### src/hdl/dfs_pkg.sv
// Shared types and constants for the spread-spectrum frame spreader.
package dfs_pkg;

    // Symbol kind codes as shown on symbol_kind
    localparam logic [1:0] KIND_ZEROS     = 2'd0;
    localparam logic [1:0] KIND_ZERO_CODE = 2'd1;
    localparam logic [1:0] KIND_ONE_CODE  = 2'd2;

    // Configuration register indexes
    localparam logic CFG_ZERO_CODE = 1'b0;
    localparam logic CFG_ONE_CODE  = 1'b1;

    // Symbol counts of the frame sections
    localparam int PRE_SYMBOLS  = 10;
    localparam int DATA_SYMBOLS = 8;
    localparam int POST_SYMBOLS = 8;

    // One queued request: message byte and its frame marks
    typedef struct packed {
        logic [7:0] data;
        logic       first;
        logic       last;
    } item_t;

endpackage

### src/hdl/dfs_front.sv
// Front end: accepts requests and holds them in a two-entry queue.
module dfs_front
    import dfs_pkg::*;
(
    input  logic       clk,
    input  logic       rst_n,
    input  logic       in_valid,
    output logic       in_stall,
    input  logic [7:0] data_byte,
    input  logic       first_byte,
    input  logic       last_byte,
    output logic       head_valid,
    output item_t      head,
    input  logic       pop
);

    item_t      entry_reg [2];
    logic       wr_ptr_reg;
    logic       rd_ptr_reg;
    logic [1:0] count_reg;
    logic       push;

    // Stall only when both entries are taken
    assign in_stall   = (count_reg == 2'd2);
    assign push       = in_valid && !in_stall;
    assign head_valid = (count_reg != 2'd0);
    assign head       = entry_reg[rd_ptr_reg];

    // Store the incoming request
    always_ff @(posedge clk)
    begin
        if (push)
        begin
            entry_reg[wr_ptr_reg] <= '{data: data_byte, first: first_byte, last: last_byte};
        end
    end

    // Advance pointers and occupancy
    always_ff @(posedge clk or negedge rst_n)
    begin
        if (!rst_n)
        begin
            wr_ptr_reg <= 1'b0;
            rd_ptr_reg <= 1'b0;
            count_reg  <= 2'd0;
        end
        else
        begin
            if (push)
            begin
                wr_ptr_reg <= ~wr_ptr_reg;
            end
            if (pop)
            begin
                rd_ptr_reg <= ~rd_ptr_reg;
            end
            case ({push, pop})
                2'b10:   count_reg <= count_reg + 2'd1;
                2'b01:   count_reg <= count_reg - 2'd1;
                default: count_reg <= count_reg;
            endcase
        end
    end

endmodule

### src/hdl/dfs_back.sv
// Back end: walks preamble, data and postamble symbols of the head request.
module dfs_back
    import dfs_pkg::*;
#(
    parameter int CODE_BYTES = 8
)
(
    input  logic        clk,
    input  logic        rst_n,
    input  logic        cfg_we,
    input  logic        cfg_index,
    input  logic [63:0] cfg_data,
    input  logic        head_valid,
    input  item_t       head,
    output logic        pop,
    output logic        out_valid,
    input  logic        out_stall,
    output logic [1:0]  symbol_kind,
    output logic [63:0] chip_word,
    output logic        run_end
);

    localparam int CW = CODE_BYTES * 8;

    typedef enum logic [1:0] {
        PH_PRE,
        PH_DATA,
        PH_POST
    } phase_t;

    logic [CW-1:0] zero_code_reg;
    logic [CW-1:0] one_code_reg;
    logic          started_reg;
    phase_t        phase_reg;
    logic [3:0]    idx_reg;
    logic          out_valid_reg;
    logic [1:0]    kind_reg;
    logic [63:0]   word_reg;
    logic          end_reg;

    phase_t        cur_phase;
    logic [3:0]    cur_idx;
    phase_t        phase_next;
    logic [3:0]    idx_next;
    logic [1:0]    kind_next;
    logic [63:0]   word_next;
    logic          item_end;
    logic          load;

    // Position of the head request; a fresh one starts at its first section
    always_comb
    begin
        cur_phase = started_reg ? phase_reg : (head.first ? PH_PRE : PH_DATA);
        cur_idx   = started_reg ? idx_reg : 4'd0;
    end

    // Pick the symbol and the next position
    always_comb
    begin
        kind_next  = KIND_ZEROS;
        item_end   = 1'b0;
        phase_next = cur_phase;
        idx_next   = cur_idx + 4'd1;
        case (cur_phase)
            PH_PRE:
            begin
                if (cur_idx == 4'(PRE_SYMBOLS - 1))
                begin
                    kind_next  = KIND_ZERO_CODE;
                    phase_next = PH_DATA;
                    idx_next   = 4'd0;
                end
                else if (cur_idx == 4'(PRE_SYMBOLS - 2) || !cur_idx[0])
                begin
                    kind_next = KIND_ONE_CODE;
                end
                else
                begin
                    kind_next = KIND_ZEROS;
                end
            end
            PH_DATA:
            begin
                kind_next = head.data[cur_idx[2:0]] ? KIND_ONE_CODE : KIND_ZERO_CODE;
                if (cur_idx == 4'(DATA_SYMBOLS - 1))
                begin
                    idx_next = 4'd0;
                    if (head.last)
                    begin
                        phase_next = PH_POST;
                    end
                    else
                    begin
                        item_end = 1'b1;
                    end
                end
            end
            PH_POST:
            begin
                kind_next = cur_idx[0] ? KIND_ZERO_CODE : KIND_ZEROS;
                if (cur_idx == 4'(POST_SYMBOLS - 1))
                begin
                    item_end = 1'b1;
                    idx_next = 4'd0;
                end
            end
            default:
            begin
                item_end = 1'b1;
                idx_next = 4'd0;
            end
        endcase
    end

    // Map the kind to its chip word
    always_comb
    begin
        case (kind_next)
            KIND_ONE_CODE:  word_next = 64'(one_code_reg);
            KIND_ZERO_CODE: word_next = 64'(zero_code_reg);
            default:        word_next = 64'd0;
        endcase
    end

    assign load = head_valid && (!out_valid_reg || !out_stall);
    assign pop  = load && item_end;

    // Hold the code registers
    always_ff @(posedge clk or negedge rst_n)
    begin
        if (!rst_n)
        begin
            zero_code_reg <= '0;
            one_code_reg  <= '0;
        end
        else if (cfg_we)
        begin
            case (cfg_index)
                CFG_ZERO_CODE: zero_code_reg <= cfg_data[CW-1:0];
                CFG_ONE_CODE:  one_code_reg  <= cfg_data[CW-1:0];
                default:       zero_code_reg <= zero_code_reg;
            endcase
        end
    end

    // Advance the sequencer and load the output register
    always_ff @(posedge clk or negedge rst_n)
    begin
        if (!rst_n)
        begin
            started_reg   <= 1'b0;
            phase_reg     <= PH_DATA;
            idx_reg       <= 4'd0;
            out_valid_reg <= 1'b0;
            kind_reg      <= KIND_ZEROS;
            word_reg      <= 64'd0;
            end_reg       <= 1'b0;
        end
        else if (load)
        begin
            out_valid_reg <= 1'b1;
            kind_reg      <= kind_next;
            word_reg      <= word_next;
            end_reg       <= item_end;
            started_reg   <= !item_end;
            phase_reg     <= phase_next;
            idx_reg       <= idx_next;
        end
        else if (!out_stall)
        begin
            out_valid_reg <= 1'b0;
        end
    end

    assign out_valid   = out_valid_reg;
    assign symbol_kind = kind_reg;
    assign chip_word   = word_reg;
    assign run_end     = end_reg;

endmodule

### src/hdl/dsss_frame_spreader.sv
// Top level of the spread-spectrum frame spreader: request queue and symbol sequencer.
//
//  Channel | Handshake             | Payload
//  --------+-----------------------+------------------------------------------
//  in      | in_valid / in_stall   | data_byte, first_byte, last_byte
//  out     | out_valid / out_stall | symbol_kind, chip_word, run_end
//  cfg     | cfg_we                | cfg_index, cfg_data
//
// One symbol leaves per cycle while out_stall is low, so a byte gives 8 symbols,
// 18 with a preamble, 16 with a postamble and 26 with both; the symbol sequencer
// sets this rate. The two-entry queue accepts new bytes while the sequencer is busy.
// The first symbol of a byte is registered on the output after the queue stores it.
// Reset empties the queue, idles the sequencer and zeroes both code registers.
// A stalled output holds its symbol; the sequencer waits with it.
module dsss_frame_spreader
    import dfs_pkg::*;
#(
    parameter int CODE_BYTES = 8
)
(
    input  logic        clk,
    input  logic        rst_n,
    input  logic        in_valid,
    output logic        in_stall,
    input  logic [7:0]  data_byte,
    input  logic        first_byte,
    input  logic        last_byte,
    output logic        out_valid,
    input  logic        out_stall,
    output logic [1:0]  symbol_kind,
    output logic [63:0] chip_word,
    output logic        run_end,
    input  logic        cfg_we,
    input  logic        cfg_index,
    input  logic [63:0] cfg_data
);

    logic  head_valid;
    item_t head;
    logic  pop;

    // Accept and queue requests
    dfs_front u_front (
        .clk        (clk),
        .rst_n      (rst_n),
        .in_valid   (in_valid),
        .in_stall   (in_stall),
        .data_byte  (data_byte),
        .first_byte (first_byte),
        .last_byte  (last_byte),
        .head_valid (head_valid),
        .head       (head),
        .pop        (pop)
    );

    // Spread the head request into symbols
    dfs_back #(
        .CODE_BYTES (CODE_BYTES)
    ) u_back (
        .clk         (clk),
        .rst_n       (rst_n),
        .cfg_we      (cfg_we),
        .cfg_index   (cfg_index),
        .cfg_data    (cfg_data),
        .head_valid  (head_valid),
        .head        (head),
        .pop         (pop),
        .out_valid   (out_valid),
        .out_stall   (out_stall),
        .symbol_kind (symbol_kind),
        .chip_word   (chip_word),
        .run_end     (run_end)
    );

endmodule

### config.mk
export PLATFORM = sky130hd
export DESIGN_NAME = dsss_frame_spreader
export DESIGN_NICKNAME = d
export VERILOG_FILES = /design/src/hdl/dfs_pkg.sv /design/src/hdl/dfs_front.sv /design/src/hdl/dfs_back.sv /design/src/hdl/dsss_frame_spreader.sv
export SDC_FILE = /design/constraint.sdc
export NUM_CORES = 1
export LEC_CHECK = 0
export ABC_AREA = 1
export BUFFER_PORTS_ARGS = -buffer_cell sky130_fd_sc_hd__buf_2
export CORE_MARGIN = 10
export CORE_UTILIZATION = 40
export CTS_CLUSTER_DIAMETER = 40
export DETAILED_ROUTE_END_ITERATION = 16
export SETUP_SLACK_MARGIN = 0.1
export SYNTH_ARGS = -nofsm -noshare
export SYNTH_HDL_FRONTEND = slang
export SYNTH_HIERARCHICAL = 1
export SYNTH_SLANG_ARGS = --single-unit
### constraint.sdc
create_clock -name clk -period 3.5 [get_ports clk]
set_input_delay 0.35 -clock clk [delete_from_list [all_inputs] [get_ports clk]]
set_output_delay 0.35 -clock clk [all_outputs]
set_load 0.02 [all_outputs]
After elaboration in Yosys (flattened, before gate mapping)
Memories as Yosys holds them, arrays and structs flattened.
Cells that the tools add are included.
{"block": "totals", "latchBits": 0, "regBits": 207, "mem_count": 1, "ramBits": 20, "wordCells": 74, "rom_bits": 0, "inputBits": 80}
{"name": "u_front.entry_reg", "words": 2, "word_bits": 10, "read_ports": 1, "rd_ports_with_merged_regs": 0, "write_ports": 1, "line": "dfs_front.sv:17", "source": "item_t entry_reg [2];"}
{"block": "classes", "div": 0, "eq_ne": 11, "n_reduce_logical": 16, "order_cmp": 1, "add_sub_neg": 3, "n_mux": 27, "shift": 0, "n_bitwise": 3, "mul": 0}
{"op": "64-bit case mux with 2 select lines", "n": 1}
{"op": "2-bit 2-to-1 mux", "n": 7}
{"op": "4-bit 2-to-1 mux", "n": 3}
{"op": "1-bit 2-to-1 mux", "n": 10}
{"op": "2-bit == test (second input constant)", "n": 4}
{"op": "4-bit == test (second input constant)", "n": 2}
{"op": "2-bit case mux with 2 select lines", "n": 2}
{"op": "4-bit case mux with 2 select lines", "n": 1}
{"op": "2-bit by 1-bit == test with 1-bit output (second input constant)", "n": 3}
{"op": "2-bit case mux with 3 select lines", "n": 1}
{"op": "1-bit logical NOT", "n": 5}
{"op": "4-bit by 1-bit adder with 4-bit output (second input constant)", "n": 1}
{"op": "4-bit by 3-bit == test with 1-bit output (second input constant)", "n": 1}
{"op": "3-bit by 4-bit < comparator with 1-bit output (second input constant)", "n": 1}
{"op": "2-bit AND reduction", "n": 2}
{"op": "2-bit nonzero test", "n": 2}
{"op": "1-bit binary-select mux with 3-bit select", "n": 1}
{"op": "1-bit logical AND", "n": 3}
{"op": "1-bit NOT", "n": 3}
{"op": "1-bit case mux with 3 select lines", "n": 1}
{"op": "2-bit by 1-bit adder with 2-bit output (second input constant)", "n": 1}
{"op": "2-bit logical NOT", "n": 1}
{"op": "1-bit logical OR", "n": 2}
{"op": "2-bit by 1-bit != test with 1-bit output (second input constant)", "n": 1}
{"op": "2 further kinds", "n": 2}

Logic depth before layout (Yosys ltp)
Gate-level depths: netlist of the first run.
{"block": "depth", "word_depth": 8, "ltp_mapped": 18, "ltp_nobuf": 15}

By module
Netlist of the first run, hierarchy kept.
{"module": "dfs_back", "area_per_inst_um2": 8823.5, "instances": 1, "cells_each": 942}
{"module": "dfs_front", "area_per_inst_um2": 955.9, "instances": 1, "cells_each": 79}

Worst setup path after synthesis of the first run
No wires, ideal clock.
{"block": "synth_path", "path_type": "register -> register", "start": "reg u_front.rd_ptr_reg", "end": "reg u_back.word_reg[13], in the netlist u_back/chip_word[13]", "arrival_time_ps": 2419, "setup_ps": 74, "stages_incl_launch_ff": 17, "path_slack_ps": 1007, "path_buffers": 3, "required_time_ps": 3426, "path_cell_list": "dfrtp_1 -> buf_2 -> nand2_1 -> o21ai_0 -> o21ai_0 -> inv_1 -> ha_1 -> nand2_1 -> o21ai_0 -> inv_1 -> nand2_1 -> nand2_1 -> ha_1 -> or2_1 -> buf_6 -> buf_6 -> o21ai_2"}
{"element": "from (decl)", "line": "dfs_front.sv:19", "source": "logic rd_ptr_reg;"}
{"element": "from (signal assigned)", "line": "dfs_front.sv:55", "source": "rd_ptr_reg <= ~rd_ptr_reg;"}
{"element": "to (signal assigned)", "line": "dfs_back.sv:163", "source": "word_reg <= word_next;"}
{"element": "to (decl)", "line": "dfs_back.sv:38", "source": "logic [63:0] word_reg;"}

Worst setup path after layout of the first run
{"block": "layout_path", "start": "reg u_back.started_reg", "end": "reg u_back.word_reg[1], in the netlist u_back/chip_word[1]"}
{"block": "layout_between", "elab_chain_len": 8, "word_cells_on_any_way": 19, "cone_classes": "eq/ne (6); mux (10); reduce/logical (3)"}
{"element": "from (decl)", "line": "dfs_back.sv:33", "source": "logic started_reg;"}
{"element": "from (signal assigned)", "line": "dfs_back.sv:165", "source": "started_reg <= !item_end;"}
{"element": "4-bit 2-to-1 mux", "line": "dfs_back.sv:54", "source": "cur_idx = started_reg ? idx_reg : 4'd0;"}
{"element": "4-bit == test / 1-bit logical NOT (equally long branches)", "line": "dfs_back.sv:73", "source": "else if (cur_idx == 4'(PRE_SYMBOLS - 2) || !cur_idx[0])"}
{"element": "1-bit logical OR", "line": "dfs_back.sv:73"}
{"element": "2-bit 2-to-1 mux", "line": "dfs_back.sv:73"}
{"element": "2-bit 2-to-1 mux", "line": "dfs_back.sv:67", "source": "if (cur_idx == 4'(PRE_SYMBOLS - 1))"}
{"element": "2-bit case mux with 3 select lines (*)", "line": "dfs_back.sv:64", "source": "case (cur_phase)"}
{"element": "2-bit by 1-bit == test with 1-bit output / 2-bit == test (equally long branches)", "line": "dfs_back.sv:118", "source": "case (kind_next)"}
{"element": "64-bit case mux with 2 select lines (*)", "line": "dfs_back.sv:118"}
Mark *: on every way between the ends. The rest lies on a longest branch, timed or not. The select of a mux whose other input is x is not followed.
A chain may end at the register's enable or synchronous reset.

==> results.json, run 1 <==
{
  "status": "completed",
  "cts.path.max_buffers": 3,
  "place_congestion": 0.833,
  "antenna_found_initial": 0,
  "grtUsageTotal_pct": 14.6,
  "fp.dieArea_um2": 31100,
  "synth-edff-count": 20,
  "finalInstanceArea_um2": 12100,
  "ant_nets": 0,
  "grt_pass1_vias": 7320,
  "synth-seq-cells": 227,
  "grt.overflow.total": 0,
  "cp.arrival_ps": 3220,
  "start_util_pct": 40.4,
  "rrSetupSlack_ps": 680,
  "min_period_ps": 2820,
  "routed_wl_um": 23000,
  "synth-xor-area-share_pct": 0.358,
  "synth_fp_nets": 1110,
  "synth-main-ff-cell": "dfrtp_1",
  "final.setup.tns_ps": 0,
  "syn-instance-count": 1021,
  "cts_tree": "done",
  "core_um2": 24200,
  "hp-class": "primary input to register",
  "pin_count": 149,
  "htree_levels": 2,
  "port_buffers": 148,
  "hpwl_um": 14700,
  "rsz0062_at_grt": "false",
  "nNetsFinal": 1251,
  "skew_ps": 14.0,
  "drv_slew": 0,
  "synth_fa_ha_area_share_pct": 1.15,
  "synth-compound-area-share_pct": 18.8,
  "dr.first_iter.drc_count": 537,
  "placed_area_um2": 10800,
  "hold_end": "u_front/entry_reg[0][4]",
  "vias": 7197,
  "crit_type": "register to register",
  "ys_seq_area_share_pct": 59.1,
  "die_h_um": 176,
  "insertion_delay_ps": 490,
  "syn-mean-instance-area_um2": 9.58,
  "worst_pin_slew_ps": 889,
  "clk_pin_slew_ps": 50,
  "cts_setup_buffers": 0,
  "crit_path_end_kind": "register",
  "root_buffer": "clkbuf_16",
  "fmax_mhz": 354,
  "relSlewSlack_pct": 40.5,
  "antenna_cells": 0,
  "maxCapViolations": 0,
  "numCtsBuffers": 36,
  "drc": 0,
  "grt_max_degree": 90,
  "wire_per_inst_um": 15.2,
  "p_per_area_nw_per_um2": 859,
  "grt_first_pass_wirelength_um": 37500,
  "cts_sinks": 227,
  "synth_warnings": 6,
  "synth.distinct_cells": 27,
  "synth_top_family_by_area": "compound AO/OA/AOI/OAI gates",
  "cts_resized": 0,
  "synthSimpleGateAreaFrac_pct": 11.1,
  "die_w_um": 176,
  "required_ps": 3900,
  "drtPass1Iterations": 6,
  "viasPerCell": 4.76,
  "fill_cells": 2249,
  "start_kind": "register",
  "drive_gt1_share_pct": 23.9,
  "hp-start": "data_byte[2]",
  "fin_util_pct": 49.9,
  "synth-async-reset-ratio_pct": 91.2,
  "rows": 57,
  "syn2layout_area_growth_pct": 23.3,
  "setup_viol": 0,
  "worstPathMaxFanout": 35,
  "synth.mux.area_fraction_pct": 0,
  "rr_startpoint": "u_back/started_reg",
  "period_share_pct": 80.7,
  "syn_area_um2": 9780,
  "hold_violations": 0,
  "hold_depth": 1,
  "r2r-end": "u_back/chip_word[1]",
  "p_leak_nw": 6.07,
  "reg2reg_depth": 12,
  "ir_drop_mv": 0.661
}
==> cell usage in the layout (no fill, tap or decap), drive strengths merged, types with 2 or more instances in the layout <==
cell type | netlist | layout
a22o | 64 | 64
buf | 38 | 161
bufinv | 0 | 7
clkbuf | 22 | 43
clkinv | 0 | 11
clkinvlp | 0 | 2
dfrtp | 206 | 206
edfxtp | 20 | 20
ha | 9 | 9
inv | 161 | 162
nand2 | 253 | 253
nand3 | 17 | 17
nor2 | 8 | 8
o21ai | 213 | 213
xor2 | 3 | 3
==> power breakdown <==
group / internal [mW] / leakage [nW] / total (mW) / switching (mW)
Clock: 2.48 / 0.616 / 3.67 / 1.19
Combinational: 1.13 / 2.63 / 3.31 / 2.18
Sequential: 3.13 / 2.82 / 3.38 / 0.241
Total: 6.74 / 6.07 / 10.4 / 3.62
==> through the flow <==
stage / hold WS (ps) / power, mW / instances / worst slack, ps
floorplan: 54.4 / 5.93 / 1021 / 1010
global placement: 458 / 6.75 / 1447 / 739
detailed placement: 461 / 6.80 / 1447 / 664
CTS: 32.6 / 10.5 / 1511 / 648
global route: 31.8 / 11.0 / 1511 / 377
finish: 51.4 / 10.4 / 1511 / 676
==> critical path, cell delays in order (launching register included) <==
cell     delay, ps
dfrtp_1        510
o21ai_0        400
inv_1          140
ha_1           260
nand2_1         90
o21ai_0         80
inv_1           50
nand2_1         60
nand2_1         80
ha_2           280
or2_4          250
buf_4          310
o21ai_0        230
==> cell families after synthesis <==
logic type / after synthesis
buffers and inverters: 221
AO/OA/AOI/OAI: 280
AND/OR/NAND/NOR: 280
flip-flops: 227
adder cells (fa/ha/maj): 9
XOR/XNOR: 4
==> routing by layer <==
metal | GRT usage [%] | vias up | wire length, um
li1 | - | 3584 | -
met1 | 18.9 | 3415 | 10500
met2 | 23.8 | 158 | 10800
met3 | 3.52 | 40 | 1220
met4 | 4.66 | 0 | 508
met5 | 0 | - | 0
==> Yosys cell counts (2+ instances only) <==
| library cell | count | area (um^2) |
|---|---|---|
| buf_6 | 7 | 78.8 |
| buf_1 | 2 | 7.51 |
| o21ai_2 | 51 | 447 |
| a22o_1 | 64 | 561 |
| buf_4 | 2 | 15.0 |
| clkbuf_1 | 22 | 82.6 |
| xor2_1 | 3 | 26.3 |
| nor2_1 | 7 | 26.3 |
| o21ai_1 | 17 | 85.1 |
| buf_2 | 27 | 135 |
| nand2_1 | 249 | 935 |
| dfrtp_1 | 206 | 5150 |
| edfxtp_1 | 20 | 601 |
| ha_1 | 9 | 113 |
| nand2_2 | 4 | 25.0 |
| inv_1 | 159 | 597 |
| inv_2 | 2 | 7.51 |
| o21ai_0 | 145 | 726 |
| nand3_1 | 17 | 85.1 |
==> cell type report <==
class,count,area (um^2),area share (%)
timing repair buffer,163,915,7.58
sequential,227,5780,47.9
multi-input combinational,573,3100,25.7
clock buffer,42,965,8.00
clock inverter,21,287,2.38
tap,324,405,3.36
inverter,161,604,5.01
==> worst max-delay path by stage <==
stage / cells past startpoint / from / slack (ps) / end
2_1_floorplan: 16 / u_front/rd_ptr_reg / 1010 / u_back/chip_word[13]
3_3_place_gp: 14 / u_back/started_reg / 740 / u_back/chip_word[2]
3_5_place_dp: 11 / u_back/started_reg / 660 / u_back/chip_word[1]
4_1_cts: 12 / u_back/started_reg / 650 / u_back/chip_word[1]
5_1_grt: 11 / u_back/started_reg / 380 / u_back/chip_word[1]
6_report: 12 / u_back/started_reg / 680 / u_back/chip_word[1]
==> what timing repair did <==
item	4_1_cts	5_1_grt
setup endpoints to repair	0	0
endpoints found under the hold margin	86	0
hold buffers	1	0
Note: power is estimated with default switching activity, not from simulation.
==> inputs of run 2 (changes only) <==
==> constraint.sdc (replaced) <==
create_clock -name clk -period 2.9 [get_ports clk]
set_input_delay 0.29 -clock clk [delete_from_list [all_inputs] [get_ports clk]]
set_output_delay 0.29 -clock clk [all_outputs]
set_load 0.02 [all_outputs]
==> results.json, run 2 (synthesis results as in run 1) <==
{
  "status": "completed",
  "hpwl_um": 14800,
  "grtUsageTotal_pct": 14.7,
  "ir_drop_mv": 0.801,
  "min_period_ps": 2500,
  "routed_wl_um": 23000,
  "placed_area_um2": 10900,
  "hold_depth": 3,
  "vias": 7235,
  "die_h_um": 176,
  "numCtsBuffers": 37,
  "grtUsageMet3_pct": 3.55,
  "cp.arrival_ps": 2930,
  "period_share_pct": 86.1,
  "hp-class": "primary input to register",
  "insertion_delay_ps": 500,
  "nNetsFinal": 1268,
  "antenna_found_initial": 1,
  "p_per_area_nw_per_um2": 1030,
  "start_util_pct": 40.4,
  "cts.path.max_buffers": 3,
  "fin_util_pct": 50.6,
  "setup_viol": 0,
  "placed_cells": 1453,
  "swShare_pct": 35.8,
  "grt_max_degree": 80,
  "p_int_mw": 8.07,
  "required_ps": 3330,
  "rr_startpoint": "u_back/idx_reg[0]",
  "worstPathMaxFanout": 30,
  "hold_end": "u_back/one_code_reg[29]",
  "crit_type": "register to register",
  "seq_power_share_pct": 32.4,
  "core_um2": 24200,
  "stdcell_count": 1531,
  "worst_pin_slew_ps": 861,
  "drc": 0,
  "layout_common_cells": "247 x nand2_1, 206 x dfrtp_1, 159 x inv_1",
  "final_common_cell": "nand2_1",
  "fmax_mhz": 400,
  "syn2layout_area_growth_pct": 25.1,
  "fp.dieArea_um2": 31100,
  "rrSetupSlack_ps": 400,
  "reg2reg_depth": 16,
  "cts_setup_buffers": 0,
  "hold_violations": 0,
  "viasPerCell": 4.73,
  "met2_usage_pct": 24.5,
  "port_buffers": 148,
  "power_frac_comb_pct": 32.7,
  "wire_per_inst_um": 15.0,
  "grt.overflow.total": 0,
  "fill_cells": 2292,
  "relSlewSlack_pct": 42.4,
  "ant_nets": 0,
  "maxCapViolations": 0,
  "cts_tree": "done",
  "drtPass1Iterations": 5,
  "rsz0062_at_grt": "true",
  "p_clk_share_pct": 34.9,
  "root_buffer": "clkbuf_16",
  "grt_first_pass_wirelength_um": 37900,
  "crit_path_end_kind": "register",
  "grt_busiest_layer": "met2",
  "p_leak_nw": 6.14,
  "drive_gt1_share_pct": 24.6,
  "finalInstanceArea_um2": 12200,
  "final.setup.tns_ps": 0,
  "rows": 57,
  "grtUsageMet1_pct": 18.8,
  "pin_count": 149,
  "grt_pass1_vias": 7343,
  "cts_sinks": 227,
  "antenna_cells": 0,
  "drv_slew": 0,
  "skew_ps": 11.7,
  "htree_levels": 2,
  "start_kind": "register",
  "place_congestion": 0.791,
  "p_switching_mw": 4.50,
  "clk_pin_slew_ps": 60,
  "r2r-end": "u_back/chip_word[17]",
  "die_w_um": 176,
  "hp-start": "cfg_data[29]",
  "dr.first_iter.drc_count": 448
}
run 2: cell count changes in the layout (fill, tap and decap cells not counted), sizes merged:
cell | before | now
buf | 161 | 167
bufinv | 7 | 3
clkbuf | 43 | 45
clkinv | 11 | 8
clkinvlp | 2 | 6
dlygate4sd3 | 1 | 11
inv | 162 | 167
run 2: worst max path at each step:
stage	depth (start not counted)	end	slack, ps	startpoint
floorplan	16	u_back/chip_word[13]	410	u_front/rd_ptr_reg
global placement	14	u_back/chip_word[0]	460	u_front/rd_ptr_reg
detailed placement	14	u_back/chip_word[1]	380	u_front/rd_ptr_reg
CTS	14	u_back/chip_word[0]	380	u_front/rd_ptr_reg
global route	16	u_back/chip_word[2]	90	u_back/idx_reg[0]
finish	16	u_back/chip_word[17]	400	u_back/idx_reg[0]
run 2: repair_timing:
action | in CTS | in global routing
hold buffers | 11 | 0
endpoints found under the hold margin | 72 | 0
endpoints found under the setup margin | 0 | 15
resized for setup | 0 | 2
run 2: worst max-delay path, cell delays in order, from the launching register on:
cell and delay, ps:
dfrtp_1 450, nand2_1 180, inv_1 130, ha_1 150
nand2_1 60, nor2_1 80, nand2_1 60, o21ai_0 70
inv_1 50, nand2_1 100, nand2_1 80, inv_1 60
ha_2 180, buf_4 350, a22o_1 210, inv_1 60
o21ai_2 100
run 2: area by class of cell:
type,count,area [um^2],share of cell area [%]
tap,324,405,3.31
multi-input combinational,573,3100,25.4
clock inverter,23,240,1.96
inverter,161,604,4.94
timing repair buffer,179,1080,8.80
sequential,227,5780,47.3
clock buffer,44,1020,8.38
run 2: metrics by stage:
stage          total power [mW]  worst slack, ps  hold slack (ps)
6_report                   12.6              403             56.7
5_1_grt                    13.4             85.7             55.4
4_1_cts                    12.8              381             39.7
3_5_place_dp               8.30              376              297
3_3_place_gp               8.24              456              297
2_1_floorplan              7.15              407            -5.59
run 2: routing by layer:
metal | vias up | routed length (um)
met5 | - | 13
met4 | 2 | 400
met3 | 38 | 1200
met2 | 157 | 11100
met1 | 3415 | 10300
li1 | 3623 | -
run 2: power by group through the flow:
stage / clock network, mW / registers (mW) / logic [mW]
floorplan: 0 / 4.28 / 2.87
global placement: 0 / 4.11 / 4.13
detailed placement: 0 / 4.12 / 4.18
CTS: 4.49 / 4.07 / 4.20
global route: 4.63 / 4.13 / 4.62
finish: 4.39 / 4.07 / 4.11
